$ cat src/hw/rtl/ggnh_pkg.sv
// shared types and codes of the greedy geographic next-hop engine
// no dependencies; imported by the top level
`timescale 1ns / 1ps
`default_nettype none

package ggnh_pkg;

    localparam logic [15:0] ADDR_BCAST = 16'hFFFF;

    // configuration register indexes
    localparam int CFG_IDX_W = 2;
    localparam logic [CFG_IDX_W-1:0] CFG_OWN_ID = 2'd0;
    localparam logic [CFG_IDX_W-1:0] CFG_OWN_X  = 2'd1;
    localparam logic [CFG_IDX_W-1:0] CFG_OWN_Y  = 2'd2;

    // input word actions
    localparam logic ACT_WRITE = 1'b0;
    localparam logic ACT_ROUTE = 1'b1;

    // result status codes
    localparam logic [1:0] ST_FWD     = 2'd0;
    localparam logic [1:0] ST_BADADDR = 2'd1;
    localparam logic [1:0] ST_NOROUTE = 2'd2;
    localparam logic [1:0] ST_WRITTEN = 2'd3;

    typedef enum logic [2:0] {
        S_IDLE   = 3'b001,
        S_SCAN   = 3'b010,
        S_FINISH = 3'b100
    } state_t;

    typedef enum logic [1:0] {
        RES_WRITE   = 2'd0,
        RES_BADADDR = 2'd1,
        RES_ROUTE   = 2'd2
    } res_kind_t;

    // what a point in the distance pipeline stands for
    typedef enum logic [1:0] {
        PT_OWN   = 2'd0,
        PT_FACE  = 2'd1,
        PT_ENTRY = 2'd2
    } pt_kind_t;

    typedef struct packed {
        logic     vld;
        pt_kind_t kind;
        logic     last;
    } tag_t;

endpackage

`default_nettype wire

$ cat src/hw/rtl/ggnh_ram.sv
// generic single-port-write ram with one registered read port
// no dependencies
`timescale 1ns / 1ps
`default_nettype none

module ggnh_ram #(
    parameter int WIDTH = 50,
    parameter int DEPTH = 16
) (
    input  wire logic                                aclk,
    input  wire logic                                we,
    input  wire logic [(DEPTH > 1 ? $clog2(DEPTH) : 1)-1:0] waddr,
    input  wire logic [WIDTH-1:0]                    wdata,
    input  wire logic [(DEPTH > 1 ? $clog2(DEPTH) : 1)-1:0] raddr,
    output logic      [WIDTH-1:0]                    rdata
);

    logic [WIDTH-1:0] mem [DEPTH];

    always_ff @(posedge aclk) begin
        if (we) begin
            mem[waddr] <= wdata;
        end
        rdata <= mem[raddr];
    end

endmodule

`default_nettype wire

$ cat src/hw/rtl/greedy_geographic_next_hop_top.sv
// greedy geographic next-hop engine: neighbor table in ggnh_ram plus scan pipeline
// depends on ggnh_pkg and ggnh_ram
//
// usage
//   s_ channel takes one word per item: action 0 writes a neighbor slot,
//   action 1 routes a packet. m_ channel returns one result word per item.
//   configuration (own id and coordinates) is written through cfg_we /
//   cfg_index / cfg_wdata while the block is idle.
// timing
//   write item or route with unknown destination: idle, then the finish state.
//   route item: idle, scan, then finish; a new item is taken only in idle; the
//   table ram is read one entry per cycle, after this node's and the face
//   start's distances pass the same diff / square / sum pipeline.
// reset
//   aresetn (synchronous, low) clears the per-entry valid bits, so every
//   slot reads as an empty, non-bidirectional entry; state to idle, control regs to 0.
// stall
//   a finished result waits in the output register while the next item is
//   accepted and worked on; a later result waits in the finish state until
//   the output register is free.
`timescale 1ns / 1ps
`default_nettype none

module greedy_geographic_next_hop_top
    import ggnh_pkg::*;
#(
    parameter int NEIGHBORS  = 16,
    parameter int COORD_BITS = 16
) (
    input  wire logic                                          aclk,
    input  wire logic                                          aresetn,
    // configuration
    input  wire logic                                          cfg_we,
    input  wire logic [CFG_IDX_W-1:0]                          cfg_index,
    input  wire logic [(COORD_BITS > 16 ? COORD_BITS : 16)-1:0] cfg_wdata,
    // input words
    input  wire logic                                          s_valid,
    output logic                                               s_ready,
    input  wire logic                                          s_action,
    input  wire logic [3:0]                                    s_slot,
    input  wire logic [15:0]                                   s_node_id,
    input  wire logic                                          s_link_bidir,
    input  wire logic                                          s_coord_known,
    input  wire logic signed [COORD_BITS-1:0]                  s_coord_x,
    input  wire logic signed [COORD_BITS-1:0]                  s_coord_y,
    input  wire logic [15:0]                                   s_face_start_id,
    input  wire logic signed [COORD_BITS-1:0]                  s_face_x,
    input  wire logic signed [COORD_BITS-1:0]                  s_face_y,
    // result words
    output logic                                               m_valid,
    input  wire logic                                          m_ready,
    output logic [1:0]                                         m_status,
    output logic [15:0]                                        m_next_hop,
    output logic [15:0]                                        m_face_start_out
);

    localparam int IDX_W  = NEIGHBORS > 1 ? $clog2(NEIGHBORS) : 1;
    localparam int FEED_W = $clog2(NEIGHBORS + 2);
    localparam int ABS_W  = COORD_BITS + 1;
    localparam int DIST_W = 2 * COORD_BITS + 2;

    typedef struct packed {
        logic [15:0]                   id;
        logic                          bidir;
        logic                          known;
        logic signed [COORD_BITS-1:0]  x;
        logic signed [COORD_BITS-1:0]  y;
    } entry_t;

    localparam int ENT_W = $bits(entry_t);

    // ---------------- configuration ----------------
    logic [15:0]                  own_id_reg;
    logic signed [COORD_BITS-1:0] own_x_reg;
    logic signed [COORD_BITS-1:0] own_y_reg;

    always_ff @(posedge aclk) begin
        if (!aresetn) begin
            own_id_reg <= '0;
            own_x_reg  <= '0;
            own_y_reg  <= '0;
        end else if (cfg_we) begin
            unique case (cfg_index)
                CFG_OWN_ID: own_id_reg <= cfg_wdata[15:0];
                CFG_OWN_X:  own_x_reg  <= cfg_wdata[COORD_BITS-1:0];
                CFG_OWN_Y:  own_y_reg  <= cfg_wdata[COORD_BITS-1:0];
                default: ;
            endcase
        end
    end

    // ---------------- control ----------------
    state_t    state_reg, state_next;
    res_kind_t res_kind_reg;
    logic      in_acc;
    logic      out_load;

    // latched route word
    logic [15:0]                  dst_id_reg;
    logic signed [COORD_BITS-1:0] dst_x_reg;
    logic signed [COORD_BITS-1:0] dst_y_reg;
    logic [15:0]                  face_id_reg;
    logic signed [COORD_BITS-1:0] face_x_reg;
    logic signed [COORD_BITS-1:0] face_y_reg;

    assign s_ready  = (state_reg == S_IDLE);
    assign in_acc   = s_valid && s_ready;
    assign out_load = (state_reg == S_FINISH) && (!m_valid || m_ready);

    // ---------------- table write ----------------
    logic [IDX_W+3:0]     slot_wide;
    logic                 slot_in_range;
    logic                 tbl_we;
    logic [IDX_W-1:0]     tbl_waddr;
    entry_t               wr_ent;
    logic [NEIGHBORS-1:0] vbits_reg;

    assign slot_wide     = (IDX_W + 4)'(s_slot);
    assign slot_in_range = slot_wide < (IDX_W + 4)'(NEIGHBORS);
    assign tbl_we        = in_acc && (s_action == ACT_WRITE) && slot_in_range;
    assign tbl_waddr     = slot_wide[IDX_W-1:0];
    assign wr_ent        = '{id: s_node_id, bidir: s_link_bidir, known: s_coord_known,
                             x: s_coord_x, y: s_coord_y};

    always_ff @(posedge aclk) begin
        if (!aresetn) begin
            vbits_reg <= '0;
        end else if (tbl_we) begin
            vbits_reg[tbl_waddr] <= 1'b1;
        end
    end

    // ---------------- issue stage ----------------
    logic [FEED_W-1:0] feed_reg;
    logic              issue_reg;
    logic [FEED_W-1:0] feed_ent;
    logic [IDX_W-1:0]  tbl_raddr;
    logic [ENT_W-1:0]  tbl_rdata;
    tag_t              a_tag;

    assign feed_ent  = feed_reg - FEED_W'(2);
    assign tbl_raddr = feed_ent[IDX_W-1:0];

    always_comb begin
        a_tag.vld  = issue_reg;
        a_tag.last = (feed_reg == FEED_W'(NEIGHBORS + 1));
        if (feed_reg == FEED_W'(0)) begin
            a_tag.kind = PT_OWN;
        end else if (feed_reg == FEED_W'(1)) begin
            a_tag.kind = PT_FACE;
        end else begin
            a_tag.kind = PT_ENTRY;
        end
    end

    ggnh_ram #(
        .WIDTH (ENT_W),
        .DEPTH (NEIGHBORS)
    ) u_table (
        .aclk  (aclk),
        .we    (tbl_we),
        .waddr (tbl_waddr),
        .wdata (wr_ent),
        .raddr (tbl_raddr),
        .rdata (tbl_rdata)
    );

    // ---------------- stage b: ram data ----------------
    tag_t b_tag_reg;
    logic b_ent_ok_reg;

    always_ff @(posedge aclk) begin
        if (!aresetn) begin
            b_tag_reg <= '0;
        end else begin
            b_tag_reg <= a_tag;
        end
        b_ent_ok_reg <= vbits_reg[tbl_raddr];
    end

    // ---------------- stage c: point select, abs diff ----------------
    entry_t                       rd_ent;
    logic signed [COORD_BITS-1:0] px, py;
    logic [ABS_W-1:0]             dxu, dyu;
    logic [ABS_W-1:0]             ax_next, ay_next;

    tag_t             c_tag_reg;
    logic [ABS_W-1:0] c_ax_reg, c_ay_reg;
    logic [15:0]      c_id_reg;
    logic             c_bidir_reg, c_known_reg;

    // a slot never written since reset reads as an empty entry
    assign rd_ent = b_ent_ok_reg ? entry_t'(tbl_rdata) : '0;

    always_comb begin
        case (b_tag_reg.kind)
            PT_OWN: begin
                px = own_x_reg;
                py = own_y_reg;
            end
            PT_FACE: begin
                px = face_x_reg;
                py = face_y_reg;
            end
            default: begin
                px = rd_ent.x;
                py = rd_ent.y;
            end
        endcase
        dxu     = {dst_x_reg[COORD_BITS-1], dst_x_reg} - {px[COORD_BITS-1], px};
        dyu     = {dst_y_reg[COORD_BITS-1], dst_y_reg} - {py[COORD_BITS-1], py};
        ax_next = dxu[ABS_W-1] ? (~dxu + 1'b1) : dxu;
        ay_next = dyu[ABS_W-1] ? (~dyu + 1'b1) : dyu;
    end

    always_ff @(posedge aclk) begin
        if (!aresetn) begin
            c_tag_reg <= '0;
        end else begin
            c_tag_reg <= b_tag_reg;
        end
        c_ax_reg    <= ax_next;
        c_ay_reg    <= ay_next;
        c_id_reg    <= rd_ent.id;
        c_bidir_reg <= rd_ent.bidir;
        c_known_reg <= rd_ent.known;
    end

    // ---------------- stage d: squares ----------------
    tag_t              d_tag_reg;
    logic [DIST_W-1:0] d_sqx_reg, d_sqy_reg;
    logic [15:0]       d_id_reg;
    logic              d_bidir_reg, d_known_reg;

    always_ff @(posedge aclk) begin
        if (!aresetn) begin
            d_tag_reg <= '0;
        end else begin
            d_tag_reg <= c_tag_reg;
        end
        d_sqx_reg   <= DIST_W'(c_ax_reg) * DIST_W'(c_ax_reg);
        d_sqy_reg   <= DIST_W'(c_ay_reg) * DIST_W'(c_ay_reg);
        d_id_reg    <= c_id_reg;
        d_bidir_reg <= c_bidir_reg;
        d_known_reg <= c_known_reg;
    end

    // ---------------- stage e: distance ----------------
    tag_t              e_tag_reg;
    logic [DIST_W-1:0] e_dist_reg;
    logic [15:0]       e_id_reg;
    logic              e_bidir_reg, e_known_reg;

    always_ff @(posedge aclk) begin
        if (!aresetn) begin
            e_tag_reg <= '0;
        end else begin
            e_tag_reg <= d_tag_reg;
        end
        e_dist_reg  <= d_sqx_reg + d_sqy_reg;
        e_id_reg    <= d_id_reg;
        e_bidir_reg <= d_bidir_reg;
        e_known_reg <= d_known_reg;
    end

    // ---------------- decision ----------------
    logic [DIST_W-1:0] own_d_reg;
    logic [DIST_W-1:0] best_reg;
    logic [15:0]       hop_reg;
    logic              greedy_reg;
    logic              found_reg;
    logic              scan_end;

    assign scan_end = e_tag_reg.vld && e_tag_reg.last;

    always_ff @(posedge aclk) begin
        if (in_acc) begin
            hop_reg   <= ADDR_BCAST;
            found_reg <= 1'b0;
        end else if (e_tag_reg.vld) begin
            case (e_tag_reg.kind)
                PT_OWN: begin
                    own_d_reg <= e_dist_reg;
                    best_reg  <= e_dist_reg;
                end
                PT_FACE: begin
                    greedy_reg <= (face_id_reg == ADDR_BCAST) || (own_d_reg < e_dist_reg);
                end
                default: begin
                    // a bidirectional destination neighbor wins; later entries are ignored
                    if (greedy_reg && !found_reg && e_bidir_reg) begin
                        if (e_id_reg == dst_id_reg) begin
                            hop_reg   <= e_id_reg;
                            found_reg <= 1'b1;
                        end else if (e_known_reg && (e_dist_reg < best_reg)) begin
                            best_reg <= e_dist_reg;
                            hop_reg  <= e_id_reg;
                        end
                    end
                end
            endcase
        end
    end

    // ---------------- state machine ----------------
    always_comb begin
        state_next = state_reg;
        unique case (state_reg)
            S_IDLE: begin
                if (in_acc) begin
                    if (s_action == ACT_ROUTE && s_coord_known) begin
                        state_next = S_SCAN;
                    end else begin
                        state_next = S_FINISH;
                    end
                end
            end
            S_SCAN: begin
                if (scan_end) begin
                    state_next = S_FINISH;
                end
            end
            S_FINISH: begin
                if (out_load) begin
                    state_next = S_IDLE;
                end
            end
            default: state_next = S_IDLE;
        endcase
    end

    always_ff @(posedge aclk) begin
        if (!aresetn) begin
            state_reg <= S_IDLE;
            issue_reg <= 1'b0;
            feed_reg  <= '0;
        end else begin
            state_reg <= state_next;
            if (in_acc && s_action == ACT_ROUTE && s_coord_known) begin
                issue_reg <= 1'b1;
                feed_reg  <= '0;
            end else if (issue_reg) begin
                if (a_tag.last) begin
                    issue_reg <= 1'b0;
                end
                feed_reg <= feed_reg + 1'b1;
            end
        end
    end

    always_ff @(posedge aclk) begin
        if (in_acc) begin
            dst_id_reg  <= s_node_id;
            dst_x_reg   <= s_coord_x;
            dst_y_reg   <= s_coord_y;
            face_id_reg <= s_face_start_id;
            face_x_reg  <= s_face_x;
            face_y_reg  <= s_face_y;
            if (s_action == ACT_WRITE) begin
                res_kind_reg <= RES_WRITE;
            end else if (!s_coord_known) begin
                res_kind_reg <= RES_BADADDR;
            end else begin
                res_kind_reg <= RES_ROUTE;
            end
        end
    end

    // ---------------- result register ----------------
    logic        m_valid_reg;
    logic [1:0]  m_status_reg, m_status_next;
    logic [15:0] m_hop_reg, m_hop_next;
    logic [15:0] m_face_reg, m_face_next;

    always_comb begin
        case (res_kind_reg)
            RES_WRITE: begin
                m_status_next = ST_WRITTEN;
                m_hop_next    = ADDR_BCAST;
                m_face_next   = ADDR_BCAST;
            end
            RES_BADADDR: begin
                m_status_next = ST_BADADDR;
                m_hop_next    = ADDR_BCAST;
                m_face_next   = face_id_reg;
            end
            default: begin
                if (hop_reg == ADDR_BCAST) begin
                    // failed greedy scan restarts the face at this node; otherwise the face start is passed on
                    m_status_next = ST_NOROUTE;
                    m_hop_next    = ADDR_BCAST;
                    m_face_next   = greedy_reg ? own_id_reg : face_id_reg;
                end else begin
                    m_status_next = ST_FWD;
                    m_hop_next    = hop_reg;
                    m_face_next   = ADDR_BCAST;
                end
            end
        endcase
    end

    always_ff @(posedge aclk) begin
        if (!aresetn) begin
            m_valid_reg <= 1'b0;
        end else if (out_load) begin
            m_valid_reg <= 1'b1;
        end else if (m_ready) begin
            m_valid_reg <= 1'b0;
        end
        if (out_load) begin
            m_status_reg <= m_status_next;
            m_hop_reg    <= m_hop_next;
            m_face_reg   <= m_face_next;
        end
    end

    assign m_valid          = m_valid_reg;
    assign m_status         = m_status_reg;
    assign m_next_hop       = m_hop_reg;
    assign m_face_start_out = m_face_reg;

    // ---------------- assertions ----------------
    a_one_item_at_a_time: assert property (@(posedge aclk) disable iff (!aresetn)
        (s_valid && s_ready) |=> !s_ready)
        else $error("second word accepted while one is in work");

    a_fwd_word_shape: assert property (@(posedge aclk) disable iff (!aresetn)
        (m_valid && m_status == ST_FWD) |->
            (m_next_hop != ADDR_BCAST && m_face_start_out == ADDR_BCAST))
        else $error("forwarded result without a hop or with a face start");

    a_pipe_only_in_scan: assert property (@(posedge aclk) disable iff (!aresetn)
        e_tag_reg.vld |-> (state_reg == S_SCAN))
        else $error("distance pipeline active outside the scan");

    a_finish_loads_output: assert property (@(posedge aclk) disable iff (!aresetn)
        out_load |=> (m_valid && state_reg == S_IDLE))
        else $error("finished result not presented");

endmodule

`default_nettype wire
$ cat config.mk
export PLATFORM = sky130hd
export DESIGN_NAME = greedy_geographic_next_hop_top
export DESIGN_NICKNAME = d
export VERILOG_FILES = /design/src/hw/rtl/ggnh_pkg.sv /design/src/hw/rtl/ggnh_ram.sv /design/src/hw/rtl/greedy_geographic_next_hop_top.sv
export SDC_FILE = /design/constraint.sdc
export NUM_CORES = 2
export LEC_CHECK = 0
export ABC_AREA = 1
export BUFFER_PORTS_ARGS = -buffer_cell sky130_fd_sc_hd__buf_2
export CAP_MARGIN = 20
export CORE_ASPECT_RATIO = 2
export CORE_MARGIN = 3
export CORE_UTILIZATION = 30
export CTS_CLUSTER_SIZE = 24
export DETAILED_ROUTE_END_ITERATION = 8
export GPL_TIMING_DRIVEN = 0
export HOLD_SLACK_MARGIN = 0.08
export SETUP_SLACK_MARGIN = 0.2
export SYNTH_ARGS = -nofsm -noshare
export SYNTH_HDL_FRONTEND = slang
export SYNTH_SLANG_ARGS = --single-unit
$ cat constraint.sdc
create_clock -name aclk -period 11.1 [get_ports aclk]
set_input_delay 1.11 -clock aclk [delete_from_list [all_inputs] [get_ports aclk]]
set_output_delay 1.11 -clock aclk [all_outputs]
set_load 0.01 [all_outputs]
Word-level counts from Yosys, hierarchy flattened
Memories as Yosys holds them, arrays and structs flattened. A register that Yosys moved wholly into a read port is not among the register bits.
Cells that the tools add are included.

operators by class
  $mul = 2
  reductions and logical operators = 38
  add/subtract/negate cells = 7
  $lt $le $gt $ge = 6
  bitwise logic cells = 8
  eq/ne operators = 17
  muxes and demuxes = 34

operators with widths
  cell                                                        count
  2-to-1 mux 34 bit                                           3
  2-to-1 mux 16 bit                                           6
  case mux 16 bit (2 select lines)                            3
  less-than comparator 34 bit                                 2
  multiplier 17 x 17 -> 34 bit                                2
  case mux 34 bit (2 select lines)                            1
  adder 17 x 1 -> 17 bit, second input constant               2
  adder 34 bit                                                1
  NOT 17 bit                                                  2
  subtractor 16 x 16 -> 17 bit                                2
  == test 16 bit, second input constant                       2
  2-to-1 mux 32 bit                                           1
  == test 16 bit                                              1
  OR 16 bit                                                   1
  less-than comparator 4 x 5 -> 1 bit, second input constant  3
  logical AND 1 bit                                           12
  2-to-1 mux 3 bit                                            4
  2-to-1 mux 1 bit                                            9
  case mux 3 bit (3 select lines)                             1
  AND reduction 3 bit                                         3
  == test 2 x 1 -> 1 bit, second input constant               4
  logical NOT 2 bit                                           4
  AND reduction 4 bit                                         2
  nonzero test 2 bit                                          4
  other kinds (23)                                            37

storage, ports and cells
  memory bits (writable) = 800
  word-level logic and storage cells = 165
  register bits after elaboration = 499
  output and inout port bits = 36
  memories = 1

memories
  memory       depth  bits a word  rd ports  clocked after Yosys merged registers in  wr ports  line            RTL
  u_table.mem  16     50           1         1                                        1         ggnh_ram.sv:18  logic [WIDTH-1:0] mem [DEPTH];

Depth between registers and ports, before layout
  depth in word-level cells = 6
  mapped depth = 27

Hierarchy
A second synthesis with hierarchy kept.

unflattened totals
  cell total of the unflattened synthesis = 7,756
  area total of the unflattened synthesis = 74,114.8 um2

modules (own cells, without submodules)
  module                          instances  sequential area each (um2)  area an instance (um2)  cells an instance
  greedy_geographic_next_hop_top  1          11,961.5                    38,655.8                4,460
  ggnh_ram                        1          25,024.0                    35,459.0                3,296

Least setup slack after synthesis
No wires, ideal clock.

  path type = input -> register
  from = input s_valid
  to = memory u_table.mem[0][0], enable pin
  required time = 10.641 ns
  data arrival time = 5.391 ns
  stages on the path = 6
  setup slack = 5.250 ns
  path through = inv_1 nor2_4 inv_2 nor2_4 nand2_1 nor2_1

on the way
  longest elaborated chain between the ends = 5

ends and longest elaborated chain
  element                                 line                                   RTL
  start, declared                         greedy_geographic_next_hop_top.sv:37   input wire logic s_valid,
  logical AND 1 bit                       greedy_geographic_next_hop_top.sv:107  assign in_acc = s_valid && s_ready;
  via in_acc                              greedy_geographic_next_hop_top.sv:95   logic in_acc;
  logical AND 1 bit (2 in series)         greedy_geographic_next_hop_top.sv:120  assign tbl_we = in_acc && (s_action == ACT_WRITE) && slot_in_range;
  2-to-1 mux 1 bit                        ggnh_ram.sv:21                         if (we) begin
  2-to-1 mux 1 bit (not written as such)  ggnh_ram.sv:22                         mem[waddr] <= wdata;
  end, declared                           ggnh_ram.sv:18

The timed path passes the listed nets, and every way through them passes these cells.

Worst setup path in the final report
  from = register c_ax_reg[7]
  to = register d_sqx_reg[30]

on the way
  longest elaborated chain between the ends = 1

ends and longest elaborated chain
  element                       line                                   RTL
  start, declared               greedy_geographic_next_hop_top.sv:188  logic [ABS_W-1:0] c_ax_reg, c_ay_reg;
  start signal, assigned        greedy_geographic_next_hop_top.sv:222  c_ax_reg <= ax_next;
  multiplier 17 x 17 -> 34 bit  greedy_geographic_next_hop_top.sv:241  d_sqx_reg <= DIST_W'(c_ax_reg) * DIST_W'(c_ax_reg);
  end signal, assigned          greedy_geographic_next_hop_top.sv:241
  end, declared                 greedy_geographic_next_hop_top.sv:231  logic [DIST_W-1:0] d_sqx_reg, d_sqy_reg;

No other way between the ends.
A chain may end at the register's enable or synchronous reset.

==> flow_summary.ini <==
[setup_path]
crit_chain = clkbuf_1 > clkbuf_1 > nand2_1 > fa_1 > inv_1 > fa_1 > inv_1 > fa_1 > inv_1 > fa_1 > fa_1 > inv_1 > fa_1 > inv_1 > ha_1 > nand2_1 > nor2_1 > nor3b_1 > nand3_1 > nand3_1 > a21o_1 > nand2_1 > nand3_1 > nand2_1
path_common_cell = fa_1
r2r_slack_ps = 3900
cp_slowest_cell = fa_1
slowest_delay_ps = 630
critPathLaunch = c_ax_reg[7]$_DFF_P_
path_max_fanout = 10
crit_path_start_kind = flop
crit_family = adder cells
crit_required_ps = 11760
timing.rr.start = c_ax_reg[7]$_DFF_P_
end_kind = flop
critPathBufInv = 7
path_class = reg -> reg
worstPathArrival_ps = 7860

[logic_synthesis]
async_flop_share_pct = 0
synth_warnings = 0
synthFlopType = edfxtp_1
synth-edff-count = 1001
synth_seq_cells = 1347
ys_seq_area_share_pct = 52.9
synth_nets = 7435
postSynthCellCount = 6572
avgSynthCellArea_um2 = 10.6
synth_area_um2 = 69900
synth.distinct_cells = 59

[grt]
overflow = 0
grt_use_total_pct = 19.4
grt_pass1_vias = 52780
antenna_found_initial = 38
grt_pass1_wl_um = 338000
grt_max_degree = 28

[clocking]
cts_buffers = 114
clk_pin_slew_ps = 70
cts_setup_buffers = 0
clock_latency_ps = 770
cts_root_buf = clkbuf_16
clkSinkCount = 1347
ctsHtreeMaxLevel = 3
cts_tree = yes
clockBufferDepth = 3
cts_resized = 0
holdBufCountCts = 0

[routing]
drt_pre_antenna_iters = 6
via_count = 50024
vias_per_cell = 4.98
drt_wl_total_um = 237000
drt-initial-drc-count = 4169
drt.antenna.violating_nets = 0
drc = 0
wl_per_cell_um = 23.6

[run_status]
status = completed

[place]
io_buffers = 161
hpwl_um = 188000
postPlaceCellArea_um2 = 75700
gp_congestion = 0.939

[floorplan]
die_area_um2 = 239000
die_x_um = 347
core_um2 = 232000
die_h_um = 689
initial_utilization_pct = 30.2
placementRows = 250
boundaryPins = 162

[sta]
fmax_mhz = 139
whs_ps = 307
maxSlewViolCount = 0
finalHoldViolCount = 0
worst_pin_slew_ps = 1250
slew_headroom_pct = 16.9
post-route-min-period_ps = 7200
finClkSkew_ps = 79.3
setup_viol = 0
fin_crit_sh_pct = 64.9
rsz0062_at_grt = false

[finish]
seq_area_um2 = 37000
largest_register_ffs = 800
nNetsFinal = 7767
design_area_um2 = 79700
largest-register = u_table.mem
largestRegisters = u_table.mem: 800 flops, u_table.rdata: 50 flops
areaGrowthSynthToFinish_pct = 13.9
drive_above_1_share_pct = 7.37
fill_cells = 23027
multi_input_area_um2 = 28000

[run]
drv_cap = 0

[min_path]
hold_path_class = reg -> reg
hold_start = d_id_reg[14]$_DFF_P_
## metrics by stage
stage / std cells / worst slack (ps) / util [%] / TNS, ps
after global placement: 9757 / -215 / 32.1 / -18290
after CTS: 10026 / 3890 / 34.3 / 0
final: 10039 / 3900 / 34.4 / 0
after detailed placement: 9808 / 3880 / 32.6 / 0
after global routing: 10032 / 3700 / 34.4 / 0
after floorplan: 6572 / 5250 / - / 0
## cell families (layout without fill, tap and decap cells)
| logic type | count (synthesis) | after routing | synth area share (%) |
|---|---|---|---|
| AND/OR/NAND/NOR | 1889 | 1889 | 11.1 |
| flip-flops | 1347 | 1347 | 52.9 |
| buffers and inverters | 1323 | 1757 | 7.19 |
| AO/OA/AOI/OAI | 1129 | 1129 | 9.72 |
| adder cells (fa/ha/maj) | 737 | 737 | 17.3 |
| XOR/XNOR | 147 | 147 | 1.84 |
| other | 0 | 9 | 0 |
## per-layer routing
| metal | part of all wire, % | wire (um) | vias to the layer above | global-route usage [%] |
|---|---|---|---|---|
| li1 | - | - | 22617 | - |
| met1 | 31 | 72800 | 24405 | 17.8 |
| met2 | 55 | 130000 | 2137 | 38.4 |
| met3 | 5.9 | 13900 | 839 | 2.74 |
| met4 | 8.4 | 19900 | 26 | 13.9 |
| met5 | 0.070 | 167 | - | 0 |
## path summary, 6_finish.rpt
path | cells past startpoint | to
max reg2reg | 24 | d_sqx_reg[30]$_DFF_P_
min reg2reg | 0 | e_id_reg[14]$_DFF_P_
min | 0 | e_id_reg[14]$_DFF_P_
max | 24 | d_sqx_reg[30]$_DFF_P_
## cells in the mapped netlist (all sizes together), types with 7 or more instances
cell type	instances	share of area (%)
ha	355	6.4
nand4	32	0.29
dfxtp	346	9.9
nand2	935	5.1
o21bai	15	0.16
clkbuf	239	1.3
xnor2	42	0.53
or2	8	0.072
fa	382	11
o21a	10	0.11
a31oi	9	0.081
edfxtp	1001	43
xor2	105	1.3
o21ai	535	3.8
a22oi	16	0.17
nor2	676	3.7
nand3b	7	0.075
nor3	26	0.21
a21o	19	0.20
a21oi	210	1.5
nand3	187	1.4
o221ai	178	2.2
o22ai	58	0.52
o211ai	64	0.69
buf	42	0.31
nor4	7	0.081
inv	1038	5.6
## cell usage in the layout, fill, tap and decap left out, drive strengths merged, types with 3 or more instances in the layout
cell	count
a21boi	6
a21o	19
a21oi	210
a22oi	16
a31oi	9
and2	4
buf	258
bufinv	3
clkbuf	401
clkinv	38
clkinvlp	4
dfxtp	346
diode	9
edfxtp	1001
fa	382
ha	355
inv	1053
nand2	935
nand3	187
nand3b	7
nand4	32
nor2	676
nor3	26
nor3b	3
nor4	7
o211ai	64
o21a	10
o21ai	535
o21bai	15
o221ai	178
o22ai	58
or2	8
xnor2	42
xor2	105
## cell type report
class / count / area share [%]
Antenna cell: 9 / 0.0283
Buffer: 281 / 1.40
Clock buffer: 162 / 4.21
Clock inverter: 56 / 0.702
Inverter: 1042 / 4.91
Multi-Input combinational cell: 3902 / 35.2
Sequential cell: 1347 / 46.4
Tap cell: 3024 / 4.75
Timing Repair Buffer: 216 / 2.35
Power is left out: the tool's default activity adds up to more than one toggle a clock period on the data nets, which glitch-free logic cannot reach.
